`config.mk`:
```
export PLATFORM = sky130hd
export DESIGN_NAME = sd_spi_init_and_block_read
export DESIGN_NICKNAME = d
export VERILOG_FILES = /design/src/rtl/sdspi_pkg.sv /design/src/rtl/sd_spi_init_and_block_read.sv /design/src/rtl/sdspi_cfg.sv /design/src/rtl/sdspi_step.sv
export VERILOG_INCLUDE_DIRS = /design/src /design/src/rtl
export SDC_FILE = /design/constraint.sdc
export NUM_CORES = 1
export LEC_CHECK = 0
export CORE_ASPECT_RATIO = 1.2
export CORE_MARGIN = 2
export CORE_UTILIZATION = 45
export CTS_CLUSTER_SIZE = 16
export DETAILED_ROUTE_END_ITERATION = 8
export DONT_BUFFER_PORTS = 1
export PLACE_DENSITY = 0.6
export SYNTH_ARGS = -nofsm -noshare
export SYNTH_HDL_FRONTEND = slang
export SYNTH_HIERARCHICAL = 1
export SYNTH_SLANG_ARGS = --single-unit
```
`constraint.sdc`:
```
create_clock -name clk_i -period 2.7 [get_ports clk_i]
set_clock_uncertainty 0.15 [all_clocks]
set_input_delay 0.27 -clock clk_i [delete_from_list [all_inputs] [get_ports clk_i]]
set_output_delay 0.27 -clock clk_i [all_outputs]
set_load 0.05 [all_outputs]
```
`src/rtl/sd_spi_init_and_block_read_macros.svh`:
```
// ----------------------------------------------------------------------------
// SD SPI sequencer assertion macros
// Shared concurrent assertion forms, clocked on clk_i and held off in reset.
// ----------------------------------------------------------------------------
`ifndef SD_SPI_INIT_AND_BLOCK_READ_MACROS_SVH
`define SD_SPI_INIT_AND_BLOCK_READ_MACROS_SVH

// check a condition at every edge
`define SDSPI_ASSERT(lbl, expr, msg) \
  lbl: assert property (@(posedge clk_i) disable iff (!rst_ni) (expr)) else $error(msg);

// check that an antecedent is followed by a consequent on the next edge
`define SDSPI_ASSERT_NEXT(lbl, ante, cons, msg) \
  lbl: assert property (@(posedge clk_i) disable iff (!rst_ni) (ante) |=> (cons)) \
    else $error(msg);

`endif

```
`src/rtl/sdspi_pkg.sv`:
```
// ----------------------------------------------------------------------------
// SD SPI sequencer package
// Types, codes, command frame constants and helpers shared by the block.
// ----------------------------------------------------------------------------
package sdspi_pkg;

  localparam int BLOCK_BYTES_DEF = 512;

  localparam logic [15:0] TIMEOUT_RST = 16'd300;
  localparam logic [7:0]  TRIES_RST   = 8'd100;
  localparam logic [7:0]  WAKE_RST    = 8'd10;

  localparam logic [7:0] BYTE_IDLE  = 8'hFF;
  localparam logic [7:0] TOKEN_DATA = 8'hFE;
  localparam logic [7:0] R1_IDLE    = 8'h01;
  localparam logic [7:0] R1_READY   = 8'h00;
  localparam logic [7:0] R1_LIMIT   = 8'h80;
  localparam logic [7:0] CMD_BASE   = 8'h40;
  localparam logic [2:0] FRAME_LEN  = 3'd6;

  typedef enum logic [1:0] {
    REG_TIMEOUT = 2'd0,
    REG_TRIES   = 2'd1,
    REG_WAKE    = 2'd2
  } reg_idx_e;

  typedef enum logic [1:0] {
    FN_INIT = 2'd0,
    FN_READ = 2'd1,
    FN_XCHG = 2'd2,
    FN_TICK = 2'd3
  } func_e;

  typedef enum logic [2:0] {
    ST_OK        = 3'd0,
    ST_CMD0_BAD  = 3'd1,
    ST_CMD8_BAD  = 3'd2,
    ST_NOT_READY = 3'd3,
    ST_CMD17_REJ = 3'd4,
    ST_TOKEN_TMO = 3'd5
  } status_e;

  typedef enum logic [4:0] {
    PH_IDLE      = 5'd0,
    PH_WAKE      = 5'd1,
    PH_C0_SEND   = 5'd2,
    PH_C0_RESP   = 5'd3,
    PH_C0_GAP    = 5'd4,
    PH_C8_SEND   = 5'd5,
    PH_C8_RESP   = 5'd6,
    PH_C8_GAP    = 5'd7,
    PH_PRE55     = 5'd8,
    PH_C55_SEND  = 5'd9,
    PH_C55_RESP  = 5'd10,
    PH_MID       = 5'd11,
    PH_A41_SEND  = 5'd12,
    PH_A41_RESP  = 5'd13,
    PH_INIT_TAIL = 5'd14,
    PH_C17_SEND  = 5'd15,
    PH_C17_RESP  = 5'd16,
    PH_TOKEN     = 5'd17,
    PH_DATA      = 5'd18,
    PH_CRC       = 5'd19,
    PH_READ_TAIL = 5'd20
  } phase_e;

  typedef struct packed {
    logic [15:0] poll_limit;
    logic [7:0]  ready_tries;
    logic [7:0]  wake_bytes;
  } cfg_t;

  typedef struct packed {
    func_e       func;
    logic [31:0] card_addr;
    logic [9:0]  keep_count;
    logic [7:0]  rx_byte;
  } item_t;

  typedef struct packed {
    phase_e      phase;
    logic [7:0]  tries_done;
    logic [15:0] poll_timer;
    logic [31:0] latched_address;
    logic [9:0]  latched_keep;
    logic        select_level;
  } state_t;

  typedef struct packed {
    status_e     status;
    logic        done_res;
    logic [8:0]  data_index;
    logic [7:0]  data_byte;
    logic        data_valid;
    logic        cs_level;
    logic [7:0]  tx_byte;
    logic        tx_valid;
  } result_t;

  // byte counter must hold the block size and any wake count
  function automatic int cnt_width(int bb);
    int w;
    w = $clog2(bb + 1);
    return (w > 8) ? w : 8;
  endfunction

  // one byte of a command frame: command, argument MSB first, CRC
  function automatic logic [7:0] frame_byte(phase_e ph, logic [2:0] k, logic [31:0] addr);
    logic [5:0]  cmd;
    logic [31:0] arg;
    logic [7:0]  crc;
    logic [7:0]  b;
    case (ph)
      PH_C0_SEND: begin
        cmd = 6'd0;  arg = 32'h0000_0000; crc = 8'h95;
      end
      PH_C8_SEND: begin
        cmd = 6'd8;  arg = 32'h0000_01AA; crc = 8'h87;
      end
      PH_C55_SEND: begin
        cmd = 6'd55; arg = 32'h0000_0000; crc = 8'h65;
      end
      PH_A41_SEND: begin
        cmd = 6'd41; arg = 32'h4000_0000; crc = 8'h77;
      end
      default: begin
        cmd = 6'd17; arg = addr;          crc = 8'h01;
      end
    endcase
    case (k)
      3'd0:    b = CMD_BASE | {2'b00, cmd};
      3'd1:    b = arg[31:24];
      3'd2:    b = arg[23:16];
      3'd3:    b = arg[15:8];
      3'd4:    b = arg[7:0];
      default: b = crc;
    endcase
    return b;
  endfunction

endpackage

```
`src/rtl/sd_spi_init_and_block_read.sv`:
```
// ----------------------------------------------------------------------------
// SD card SPI-mode host sequencer, top level
// Card initialization and single-block read, one item per SPI byte or tick.
// ----------------------------------------------------------------------------
// Usage:
//   Slave channel: each item is a command (tuser = start init or start read),
//   a finished byte exchange carrying the card's byte, or a millisecond tick.
//   Master channel: one result per item with the next byte to shift out, the
//   chip-select level, an optional forwarded block byte and done/status.
//   Configuration: cfg_we_i writes cfg_data_i to the register cfg_idx_i
//   (0 poll_limit, 1 ready_tries, 2 wake_bytes); write only while idle.
//   Throughput: one item per cycle while m_axis_tready takes each result. The
//   result register loads from the input register as the item advances,
//   with the step logic between the two registers.
//   Reset: sequencer idle, card deselected, registers at 300 / 100 / 10.
//   Stall: while a result waits on m_axis_tready the input register still
//   takes one more item; the slave side then holds tready low.
// ----------------------------------------------------------------------------
`include "sd_spi_init_and_block_read_macros.svh"

module sd_spi_init_and_block_read
  import sdspi_pkg::*;
#(
  parameter int BLOCK_BYTES = BLOCK_BYTES_DEF
) (
  input  logic        clk_i,
  input  logic        rst_ni,
  input  logic        cfg_we_i,
  input  logic [1:0]  cfg_idx_i,
  input  logic [15:0] cfg_data_i,
  input  logic        s_axis_tvalid,
  output logic        s_axis_tready,
  // [31:0] card_addr, [41:32] keep_count, [49:42] rx_byte, [55:50] zero
  input  logic [55:0] s_axis_tdata,
  // [1:0] func
  input  logic [1:0]  s_axis_tuser,
  output logic        m_axis_tvalid,
  input  logic        m_axis_tready,
  // [0] tx_valid, [8:1] tx_byte, [9] cs_level, [10] data_valid,
  // [18:11] data_byte, [27:19] data_index, [28] done_res, [31:29] status
  output logic [31:0] m_axis_tdata
);

  localparam int CntW = cnt_width(BLOCK_BYTES);

  cfg_t            cfg;
  item_t           item_q;
  logic            in_valid_q;
  logic            out_valid_q;
  result_t         res_q, res_d;
  state_t          st_q, st_d;
  logic [CntW-1:0] cnt_q, cnt_d;
  logic            advance;
  logic            in_take;

  assign advance       = in_valid_q && (!out_valid_q || m_axis_tready);
  assign s_axis_tready = !in_valid_q || advance;
  assign in_take       = s_axis_tvalid && s_axis_tready;

  sdspi_cfg u_cfg (
    .clk_i  (clk_i),
    .rst_ni (rst_ni),
    .we_i   (cfg_we_i),
    .idx_i  (cfg_idx_i),
    .data_i (cfg_data_i),
    .cfg_o  (cfg)
  );

  sdspi_step #(
    .BLOCK_BYTES (BLOCK_BYTES)
  ) u_step (
    .cfg_i  (cfg),
    .item_i (item_q),
    .st_i   (st_q),
    .cnt_i  (cnt_q),
    .st_o   (st_d),
    .cnt_o  (cnt_d),
    .res_o  (res_d)
  );

  // input register
  always_ff @(posedge clk_i or negedge rst_ni) begin
    if (!rst_ni) begin
      in_valid_q <= 1'b0;
    end else if (in_take) begin
      in_valid_q <= 1'b1;
    end else if (advance) begin
      in_valid_q <= 1'b0;
    end
  end

  always_ff @(posedge clk_i) begin
    if (in_take) begin
      item_q <= '{func:       func_e'(s_axis_tuser),
                  card_addr:  s_axis_tdata[31:0],
                  keep_count: s_axis_tdata[41:32],
                  rx_byte:    s_axis_tdata[49:42]};
    end
  end

  // sequencer state, updated as each item leaves the input register
  always_ff @(posedge clk_i or negedge rst_ni) begin
    if (!rst_ni) begin
      st_q  <= '{phase: PH_IDLE, tries_done: '0, poll_timer: '0,
                 latched_address: '0, latched_keep: '0, select_level: 1'b1};
      cnt_q <= '0;
    end else if (advance) begin
      st_q  <= st_d;
      cnt_q <= cnt_d;
    end
  end

  // result register
  always_ff @(posedge clk_i or negedge rst_ni) begin
    if (!rst_ni) begin
      out_valid_q <= 1'b0;
    end else if (advance) begin
      out_valid_q <= 1'b1;
    end else if (m_axis_tready) begin
      out_valid_q <= 1'b0;
    end
  end

  always_ff @(posedge clk_i) begin
    if (advance) begin
      res_q <= res_d;
    end
  end

  assign m_axis_tvalid = out_valid_q;
  assign m_axis_tdata  = res_q;

  `SDSPI_ASSERT(a_data_sends, !(out_valid_q && res_q.data_valid) || res_q.tx_valid, "data byte without a following exchange")
  `SDSPI_ASSERT(a_done_desel, !(out_valid_q && res_q.done_res) || res_q.cs_level, "operation finished with card selected")
  `SDSPI_ASSERT(a_status_done, !(out_valid_q && (res_q.status != ST_OK)) || res_q.done_res, "error status without done")
  `SDSPI_ASSERT_NEXT(a_in_hold, in_valid_q && !advance, in_valid_q, "stalled item dropped from input register")

endmodule

```
`src/rtl/sdspi_cfg.sv`:
```
// ----------------------------------------------------------------------------
// SD SPI sequencer configuration registers
// Timeout, ready retry limit and wake byte count, written by index.
// ----------------------------------------------------------------------------
module sdspi_cfg
  import sdspi_pkg::*;
(
  input  logic        clk_i,
  input  logic        rst_ni,
  input  logic        we_i,
  input  logic [1:0]  idx_i,
  input  logic [15:0] data_i,
  output cfg_t        cfg_o
);

  cfg_t cfg_q, cfg_d;

  always_comb begin
    cfg_d = cfg_q;
    if (we_i) begin
      case (idx_i)
        REG_TIMEOUT: cfg_d.poll_limit  = data_i;
        REG_TRIES:   cfg_d.ready_tries = data_i[7:0];
        REG_WAKE:    cfg_d.wake_bytes  = data_i[7:0];
        default:     cfg_d = cfg_q;
      endcase
    end
  end

  always_ff @(posedge clk_i or negedge rst_ni) begin
    if (!rst_ni) begin
      cfg_q <= '{poll_limit: TIMEOUT_RST, ready_tries: TRIES_RST, wake_bytes: WAKE_RST};
    end else begin
      cfg_q <= cfg_d;
    end
  end

  assign cfg_o = cfg_q;

endmodule

```
`src/rtl/sdspi_step.sv`:
```
// ----------------------------------------------------------------------------
// SD SPI sequencer step logic
// Next state and result for one item given the current sequencer state.
// ----------------------------------------------------------------------------
module sdspi_step
  import sdspi_pkg::*;
#(
  parameter int BLOCK_BYTES = BLOCK_BYTES_DEF
) (
  input  cfg_t                                cfg_i,
  input  item_t                               item_i,
  input  state_t                              st_i,
  input  logic [cnt_width(BLOCK_BYTES)-1:0]   cnt_i,
  output state_t                              st_o,
  output logic [cnt_width(BLOCK_BYTES)-1:0]   cnt_o,
  output result_t                             res_o
);

  localparam int CntW = cnt_width(BLOCK_BYTES);
  localparam int CmpW = (CntW > 10) ? CntW : 10;

  state_t          nxt;
  logic [CntW-1:0] cnt;
  logic [CntW-1:0] cnt_inc;
  logic [7:0]      tries_inc;
  logic            tx_valid;
  logic [7:0]      tx_byte;
  logic            timed_out;
  logic            polling;
  result_t         res;

  assign cnt_inc   = cnt_i + CntW'(1);
  assign tries_inc = st_i.tries_done + 8'd1;
  assign timed_out = st_i.poll_timer >= cfg_i.poll_limit;
  assign polling   = (st_i.phase == PH_C0_RESP) || (st_i.phase == PH_C8_RESP) ||
                     (st_i.phase == PH_C55_RESP) || (st_i.phase == PH_A41_RESP) ||
                     (st_i.phase == PH_C17_RESP) || (st_i.phase == PH_TOKEN);

  always_comb begin
    nxt      = st_i;
    cnt      = cnt_i;
    tx_valid = 1'b0;
    tx_byte  = BYTE_IDLE;
    res      = '0;
    res.status = ST_OK;
    case (item_i.func)
      FN_INIT: begin
        nxt.phase        = PH_WAKE;
        nxt.select_level = 1'b1;
        nxt.tries_done   = '0;
        nxt.poll_timer   = '0;
        cnt              = CntW'(1);
        tx_valid         = 1'b1;
      end
      FN_READ: begin
        nxt.latched_address = item_i.card_addr;
        nxt.latched_keep    = item_i.keep_count;
        nxt.tries_done      = '0;
        nxt.poll_timer      = '0;
        nxt.phase           = PH_C17_SEND;
        nxt.select_level    = 1'b0;
        cnt                 = CntW'(1);
        tx_valid            = 1'b1;
        tx_byte             = frame_byte(PH_C17_SEND, 3'd0, item_i.card_addr);
      end
      FN_TICK: begin
        if (polling && (st_i.poll_timer != 16'hFFFF)) begin
          nxt.poll_timer = st_i.poll_timer + 16'd1;
        end
      end
      FN_XCHG: begin
        case (st_i.phase)
          PH_WAKE: begin
            tx_valid = 1'b1;
            if (cnt_i < CntW'(cfg_i.wake_bytes)) begin
              cnt = cnt_inc;
            end else begin
              nxt.phase        = PH_C0_SEND;
              nxt.select_level = 1'b0;
              cnt              = CntW'(1);
              tx_byte          = frame_byte(PH_C0_SEND, 3'd0, st_i.latched_address);
            end
          end
          PH_C0_SEND, PH_C8_SEND, PH_C55_SEND, PH_A41_SEND, PH_C17_SEND: begin
            tx_valid = 1'b1;
            if (cnt_i < CntW'(FRAME_LEN)) begin
              tx_byte = frame_byte(st_i.phase, cnt_i[2:0], st_i.latched_address);
              cnt     = cnt_inc;
            end else begin
              // response phase follows its send phase
              nxt.phase      = phase_e'(st_i.phase + 5'd1);
              nxt.poll_timer = '0;
            end
          end
          PH_C0_RESP, PH_C8_RESP, PH_C55_RESP, PH_A41_RESP, PH_C17_RESP: begin
            if ((item_i.rx_byte < R1_LIMIT) || timed_out) begin
              case (st_i.phase)
                PH_C0_RESP: begin
                  if (item_i.rx_byte == R1_IDLE) begin
                    nxt.phase = PH_C0_GAP; nxt.select_level = 1'b1; tx_valid = 1'b1;
                  end else begin
                    nxt.phase = PH_IDLE; nxt.select_level = 1'b1;
                    res.done_res = 1'b1; res.status = ST_CMD0_BAD;
                  end
                end
                PH_C8_RESP: begin
                  if (item_i.rx_byte == R1_IDLE) begin
                    nxt.phase = PH_C8_GAP; nxt.select_level = 1'b1; tx_valid = 1'b1;
                  end else begin
                    nxt.phase = PH_IDLE; nxt.select_level = 1'b1;
                    res.done_res = 1'b1; res.status = ST_CMD8_BAD;
                  end
                end
                PH_C55_RESP: begin
                  nxt.phase = PH_MID; tx_valid = 1'b1;
                end
                PH_A41_RESP: begin
                  nxt.tries_done = tries_inc;
                  if (item_i.rx_byte == R1_READY) begin
                    nxt.phase = PH_INIT_TAIL; nxt.select_level = 1'b1; tx_valid = 1'b1;
                  end else if (tries_inc >= cfg_i.ready_tries) begin
                    nxt.phase = PH_IDLE; nxt.select_level = 1'b1;
                    res.done_res = 1'b1; res.status = ST_NOT_READY;
                  end else begin
                    nxt.phase = PH_PRE55; nxt.select_level = 1'b0; tx_valid = 1'b1;
                  end
                end
                default: begin
                  if (item_i.rx_byte == R1_READY) begin
                    nxt.phase = PH_TOKEN; nxt.poll_timer = '0; tx_valid = 1'b1;
                  end else begin
                    nxt.phase = PH_IDLE; nxt.select_level = 1'b1;
                    res.done_res = 1'b1; res.status = ST_CMD17_REJ;
                  end
                end
              endcase
            end else begin
              tx_valid = 1'b1;
            end
          end
          PH_C0_GAP: begin
            nxt.phase = PH_C8_SEND; nxt.select_level = 1'b0; cnt = CntW'(1);
            tx_valid  = 1'b1;
            tx_byte   = frame_byte(PH_C8_SEND, 3'd0, st_i.latched_address);
          end
          PH_C8_GAP: begin
            nxt.tries_done = '0;
            nxt.phase = PH_PRE55; nxt.select_level = 1'b0; tx_valid = 1'b1;
          end
          PH_PRE55: begin
            nxt.phase = PH_C55_SEND; nxt.select_level = 1'b0; cnt = CntW'(1);
            tx_valid  = 1'b1;
            tx_byte   = frame_byte(PH_C55_SEND, 3'd0, st_i.latched_address);
          end
          PH_MID: begin
            nxt.phase = PH_A41_SEND; nxt.select_level = 1'b0; cnt = CntW'(1);
            tx_valid  = 1'b1;
            tx_byte   = frame_byte(PH_A41_SEND, 3'd0, st_i.latched_address);
          end
          PH_INIT_TAIL, PH_READ_TAIL: begin
            nxt.phase = PH_IDLE; nxt.select_level = 1'b1;
            res.done_res = 1'b1; res.status = ST_OK;
          end
          PH_TOKEN: begin
            if (item_i.rx_byte == TOKEN_DATA) begin
              nxt.phase = PH_DATA; cnt = '0; tx_valid = 1'b1;
            end else if (timed_out) begin
              nxt.phase = PH_IDLE; nxt.select_level = 1'b1;
              res.done_res = 1'b1; res.status = ST_TOKEN_TMO;
            end else begin
              tx_valid = 1'b1;
            end
          end
          PH_DATA: begin
            tx_valid = 1'b1;
            if (CmpW'(cnt_i) < CmpW'(st_i.latched_keep)) begin
              res.data_valid = 1'b1;
              res.data_byte  = item_i.rx_byte;
              res.data_index = 9'(cnt_i);
            end
            if (cnt_inc >= CntW'(BLOCK_BYTES)) begin
              nxt.phase = PH_CRC; cnt = '0;
            end else begin
              cnt = cnt_inc;
            end
          end
          PH_CRC: begin
            tx_valid = 1'b1;
            cnt      = cnt_inc;
            if (cnt_inc >= CntW'(2)) begin
              nxt.phase = PH_READ_TAIL; nxt.select_level = 1'b1;
            end
          end
          default: begin
            nxt = st_i;
          end
        endcase
      end
      default: begin
        nxt = st_i;
      end
    endcase
    res.tx_valid = tx_valid;
    res.tx_byte  = tx_byte;
    res.cs_level = nxt.select_level;
  end

  assign st_o  = nxt;
  assign cnt_o = cnt;
  assign res_o = res;

endmodule
```
### Yosys cells after proc, flatten, opt, wreduce, memory -nomap -nowiden

Index checks and enable logic that the tools add are counted.

| word-level totals | value |
|---|---|
| flip-flop bits (word level) | 200 |
| input bits | 81 |
| output and inout port bits | 34 |
| logic and storage cells | 198 |

| cells by class | value |
|---|---|
| add/sub/neg operators | 4 |
| magnitude comparators | 8 |
| equality and inequality tests | 48 |
| multiplexer cells | 73 |
| reduce and logical (&&, ||, !) cells | 41 |

Operators by type and width:

| operator | number |
|---|---|
| 32-bit one-hot mux with 3 select lines | 1 |
| 8-bit one-hot mux with 5 select lines | 2 |
| 16-bit 2-to-1 mux | 4 |
| 10-bit one-hot mux with 6 select lines | 1 |
| 5-bit one-hot mux with 11 select lines | 1 |
| 16-bit one-hot mux with 3 select lines | 1 |
| 5-bit by 4-bit == test with 1-bit output, second input constant | 8 |
| 10-bit 2-to-1 mux | 4 |
| 13-bit one-hot mux with 3 select lines | 1 |
| 5-bit 2-to-1 mux | 7 |
| 16-bit one-hot mux with 2 select lines | 1 |
| 8-bit one-hot mux with 2 select lines | 2 |
| 8-bit one-hot mux with 4 select lines | 1 |
| 29-bit 2-to-1 mux | 1 |
| 4-bit 2-to-1 mux | 7 |
| 5-bit == test, second input constant | 5 |
| 8-bit 2-to-1 mux | 3 |
| 6-bit one-hot mux with 4 select lines | 1 |
| 5-bit by 3-bit == test with 1-bit output, second input constant | 4 |
| 1-bit 2-to-1 mux | 20 |
| 10-bit one-hot mux with 2 select lines | 1 |
| 5-bit one-hot mux with 4 select lines | 1 |
| 3-bit by 2-bit inequality test with 1-bit output, second input constant | 6 |
| 3-bit inequality test, second input constant | 6 |
| other kinds (51) | 85 |

### Depth between registers and ports, before layout

| depth | value |
|---|---|
| depth in word-level cells | 9 |
| gate-level depth with buffers | 13 |
| depth with buffers taken out | 13 |

### Cells and area by module

The synthesis kept the hierarchy.

By module, submodules not included:

| module | instances | cells an instance | area each (um^2) | seq. area each (um^2) |
|---|---|---|---|---|
| sd_spi_init_and_block_read | 1 | 266 | 6,023.3 | 4,625.7 |
| sdspi_step | 1 | 749 | 4,941.0 | 0.0 |
| sdspi_cfg | 1 | 68 | 1,217.4 | 812.0 |

### Least setup slack after synthesis

OpenSTA, ideal clock, no wires.

| timing path | value |
|---|---|
| path type | flip-flop to flip-flop |
| start | register out_valid_q (netlist: m_axis_tvalid) |
| end | register item_q[0] (netlist bit) (enable) |
| data arrival time | 2.470 ns |
| path slack | -0.335 ns |
| cell stages (with the launch flop) | 3 |
| path buffers | 0 |
| period minus slack after synthesis | 3.035 ns |
| cells stage by stage | dfrtp_1 nand3b_1 and2_1 |

| on the way | value |
|---|---|
| word-level cells in the longest chain between the ends | 5 |

RTL lines:

| element | RTL line | RTL |
|---|---|---|
| from (decl) | sd_spi_init_and_block_read.sv:49 | `logic out_valid_q;` |
| from (signal assigned) | sd_spi_init_and_block_read.sv:116 | `out_valid_q <= 1'b0;` |
| from (signal assigned) | sd_spi_init_and_block_read.sv:118 | `out_valid_q <= 1'b1;` |
| from (signal assigned) | sd_spi_init_and_block_read.sv:120 | `out_valid_q <= 1'b0;` |
| 1-bit logical NOT | sd_spi_init_and_block_read.sv:56 | `assign advance = in_valid_q && (!out_valid_q \|\| m_axis_tready);` |
| 1-bit logical OR | sd_spi_init_and_block_read.sv:56 |  |
| 1-bit logical AND | sd_spi_init_and_block_read.sv:56 |  |
| 1-bit logical OR | sd_spi_init_and_block_read.sv:57 | `assign s_axis_tready = !in_valid_q \|\| advance;` |
| via s_axis_tready | sd_spi_init_and_block_read.sv:32 | `output logic s_axis_tready,` |
| 1-bit logical AND | sd_spi_init_and_block_read.sv:58 | `assign in_take = s_axis_tvalid && s_axis_tready;` |
| via in_take | sd_spi_init_and_block_read.sv:54 | `logic in_take;` |
| to (signal assigned) | sd_spi_init_and_block_read.sv:94 | `item_q <= '{func: func_e'(s_axis_tuser),` |
| to (decl) | sd_spi_init_and_block_read.sv:47 | `item_t item_q;` |

The timed path passes the listed nets, and every way through them passes these cells.
A chain may end at the register's enable or synchronous reset.

==> results.sh <==
export IMPL_outcome="finished with violations"
export IMPL_violations="hold timing, setup timing"
export IMPL_clk_path_buf_depth=2
export IMPL_fin_crit_ps=2940
export IMPL_crit_family="simple AND/OR/NAND/NOR gates"
export IMPL_p_switching_mw=5.12
export IMPL_stdcell_count=1703
export IMPL_synthCells=1083
export IMPL_drt_iter0_markers=504
export IMPL_fillers=2185
export IMPL_p_seq_frac=0.319
export IMPL_place_congestion=0.903
export IMPL_max_stage_delay_ps=410
export IMPL_synth_edf_count=84
export IMPL_worstPathCellList="buf_6, ha_4, nand3_4, nor2_4, xor2_2, ha_1, nand2_2, nor3_2, a21o_1, nand3_2, and2_4, o41ai_2, o211ai_1, mux2_4"
export IMPL_coreArea_sq_mm=0.0264
export IMPL_drt_vias_per_instance=5.68
export IMPL_io_buffers=0
export IMPL_ctsRootBufferMaster="clkbuf_16"
export IMPL_crit_arrival_ps=3120
export IMPL_initial_core_util=0.461
export IMPL_regArea_sq_mm=0.00545
export IMPL_grt_met2_usage=0.422
export IMPL_final_period_utilization=1.09
export IMPL_synth_seq_cells=200
export IMPL_netSwitchingFraction=0.366
export IMPL_crit_buf_inv=1
export IMPL_worstPathRequired_ps=2880
export IMPL_p_int_mw=8.86
export IMPL_drive_gt1_frac=0.427
export IMPL_wl_mm=33.3
export IMPL_io_pins=115
export IMPL_start_kind="flop"
export IMPL_synth_area_leaders="dfrtp_1 22%, edfxtp_1 21%, mux2_4 8.6%"
export IMPL_synth_avg_cell_area_sq_um=11.2
export IMPL_drv_cap=0
export IMPL_hpwl_mm=23.0
export IMPL_fmax_ghz=0.340
export IMPL_gr_total_overflow=0
export IMPL_hold_violations=116
export IMPL_synthesis_area_sq_mm=0.0122
export IMPL_clk_latency_ps=450
export IMPL_hp_class="primary input to async pin"
export IMPL_yosysTopAreaCell="dfrtp_1"
export IMPL_cp_end_kind="flop"
export IMPL_grt_max_degree=117
export IMPL_antenna_found_initial=0
export IMPL_synth_top_flop_cell="dfrtp_1"
export IMPL_tightestPinTransition_ps=731
export IMPL_multi_input_area_sq_mm=0.00700
export IMPL_p_clk_frac=0.185
export IMPL_detail_route_antenna_nets=0
export IMPL_clk_pin_slew_worst_paths_ps=80
export IMPL_worst_hold_slack_ps=-632
export IMPL_crit_path_max_fanout=3
export IMPL_num_antenna_cells=0
export IMPL_layout_common_cells="207 x buf_4, 100 x dfrtp_1, 84 x edfxtp_1"
export IMPL_max_slew_margin=0.508
export IMPL_gr_usage_met1=0.286
export IMPL_layout_commonest_cell="buf_4"
export IMPL_pre_cts_slack_ps=-248
export IMPL_cts_num_sinks=200
export IMPL_drt_first_pass_iters=6
export IMPL_setup_viol=42
export IMPL_cp_slowest_cell="dfrtp_1"
export IMPL_wl_per_cell_um=19.5
export IMPL_synth_top_area_share=0.218
export IMPL_drv_slew=0
export IMPL_syn_nets=1220
export IMPL_dp_cells=1559
export IMPL_grt_busiest_layer="met2"
export IMPL_die_x_um=154
export IMPL_dieArea_sq_mm=0.0284
export IMPL_tns_ps=-4230
export IMPL_htreeDepth=4
export IMPL_synthArstFlopShare=0.580
export IMPL_num_rows=65
export IMPL_p_comb_frac=0.496
export IMPL_drc=0
export IMPL_gr_usage_all_layers=0.236
export IMPL_syn2layout_area_growth_pct=34.1
export IMPL_cts_buffers=17
export IMPL_synth_cell_types=99
export IMPL_num_vias=9681
export IMPL_grtUsageMet3=0.0329
export IMPL_die_height_um=184
export IMPL_power_density_mw_per_mm2=856
export IMPL_path_class="flop to flop"
export IMPL_nets=1492
export IMPL_cts_hold_buffers=70
export IMPL_timing_final_ws_setup_ps=-237
export IMPL_cts_tree="built"
export IMPL_rsz0062_at_grt="yes"
export IMPL_grt_pass1_wl_mm=52.4
export IMPL_peakVddDrop_uv=575
export IMPL_first_global_vias=9714
export IMPL_yosys_warnings=6
export IMPL_ys_seq_area_frac=0.446
export IMPL_leakagePower_nw=7.02
## flip-flops by register name (all words and copies together), names as in the netlist
| signal | cells |
|---|---|
| in_valid_q | 1 |
| cnt_q | 10 |
| m_axis_tdata | 32 |
| m_axis_tvalid | 1 |
| item_q | 52 |
| st_q | 72 |
| u_cfg/cfg_o | 32 |
## cells in the mapped netlist, drive strengths merged (11+ instances only)
library cell / count
inv: 54
nor3: 20
and2: 27
nor2: 52
o21ai: 66
mux2: 151
clkbuf: 25
a31oi: 22
nand2: 86
dfrtp: 106
edfxtp: 84
buf: 31
a21oi: 52
nand2b: 13
nand3: 34
nor2b: 11
ha: 56
## kinds of logic (layout without fill, tap and decap cells)
kind of cell | Yosys count | in the layout | share of synthesized area
and+or+nand+nor | 297 | 297 | 0.129
AOI/OAI and AO/OA | 252 | 253 | 0.146
DFF | 200 | 200 | 0.446
muxes | 156 | 156 | 0.165
buffers and inverters | 111 | 395 | 0.0484
adders and majority gates | 56 | 56 | 0.0575
xor gates and xnor gates | 11 | 11 | 0.00791
## routing by layer
metal	share of wire	vias to the layer above
met5	0	-
met4	0.037	0
li1	-	4565
met2	0.51	257
met3	0.033	66
met1	0.42	4793
## path summary, 6_finish.rpt
check                                      from                          end  slack [ps]  depth (start not counted)
setup / recovery           st_q[59]$_DFFE_PN0P_         st_q[70]$_DFFE_PN0P_        -240                         14
hold / removal                           rst_ni  u_cfg/cfg_o[17]$_DFFE_PN0P_        -630                          0
setup reg to reg           st_q[59]$_DFFE_PN0P_         st_q[70]$_DFFE_PN0P_        -240                         14
hold reg to reg            st_q[10]$_DFFE_PN0P_         st_q[10]$_DFFE_PN0P_         360                          1
max in group asynchronous                rst_ni   u_cfg/cfg_o[1]$_DFFE_PN1P_        2790                          0
min in group clk_i                m_axis_tready       in_valid_q$_DFFE_PN0P_          80                          3
## power groups by stage
stage | clock network (mW) | registers [mW] | logic [mW]
detailed placement | 0 | 4.49 | 5.48
CTS | 2.67 | 4.44 | 6.24
global route | 2.75 | 4.54 | 7.37
global placement | 0 | 4.46 | 5.43
floorplan | 0 | 4.32 | 3.55
finish | 2.59 | 4.46 | 6.93
## timing repair
action,4_1_cts,5_1_grt
gates cloned,1,0
buffers inserted,25,21
pin swaps,47,59
resized for setup,74,121
endpoints found under the hold margin,202,116
endpoints found under the setup margin,48,52
## metrics by stage
step	util	power [mW]	area, sq um
after global placement	0.525	9.89	13900
after floorplan	-	7.87	12300
final	0.618	14.0	16300
after detailed placement	0.525	9.97	13900
after CTS	0.593	13.3	15700
after global routing	0.618	14.7	16300
## final cells by class
type / instances / share of cell area
clock inverter: 10 / 0.00681
sequential: 200 / 0.333
inverter: 55 / 0.0132
tap: 335 / 0.0257
timing repair buffer: 308 / 0.164
multi-input combinational: 773 / 0.428
clock buffer: 22 / 0.0291
No activity file was read; power rests on OpenSTA's default activity.
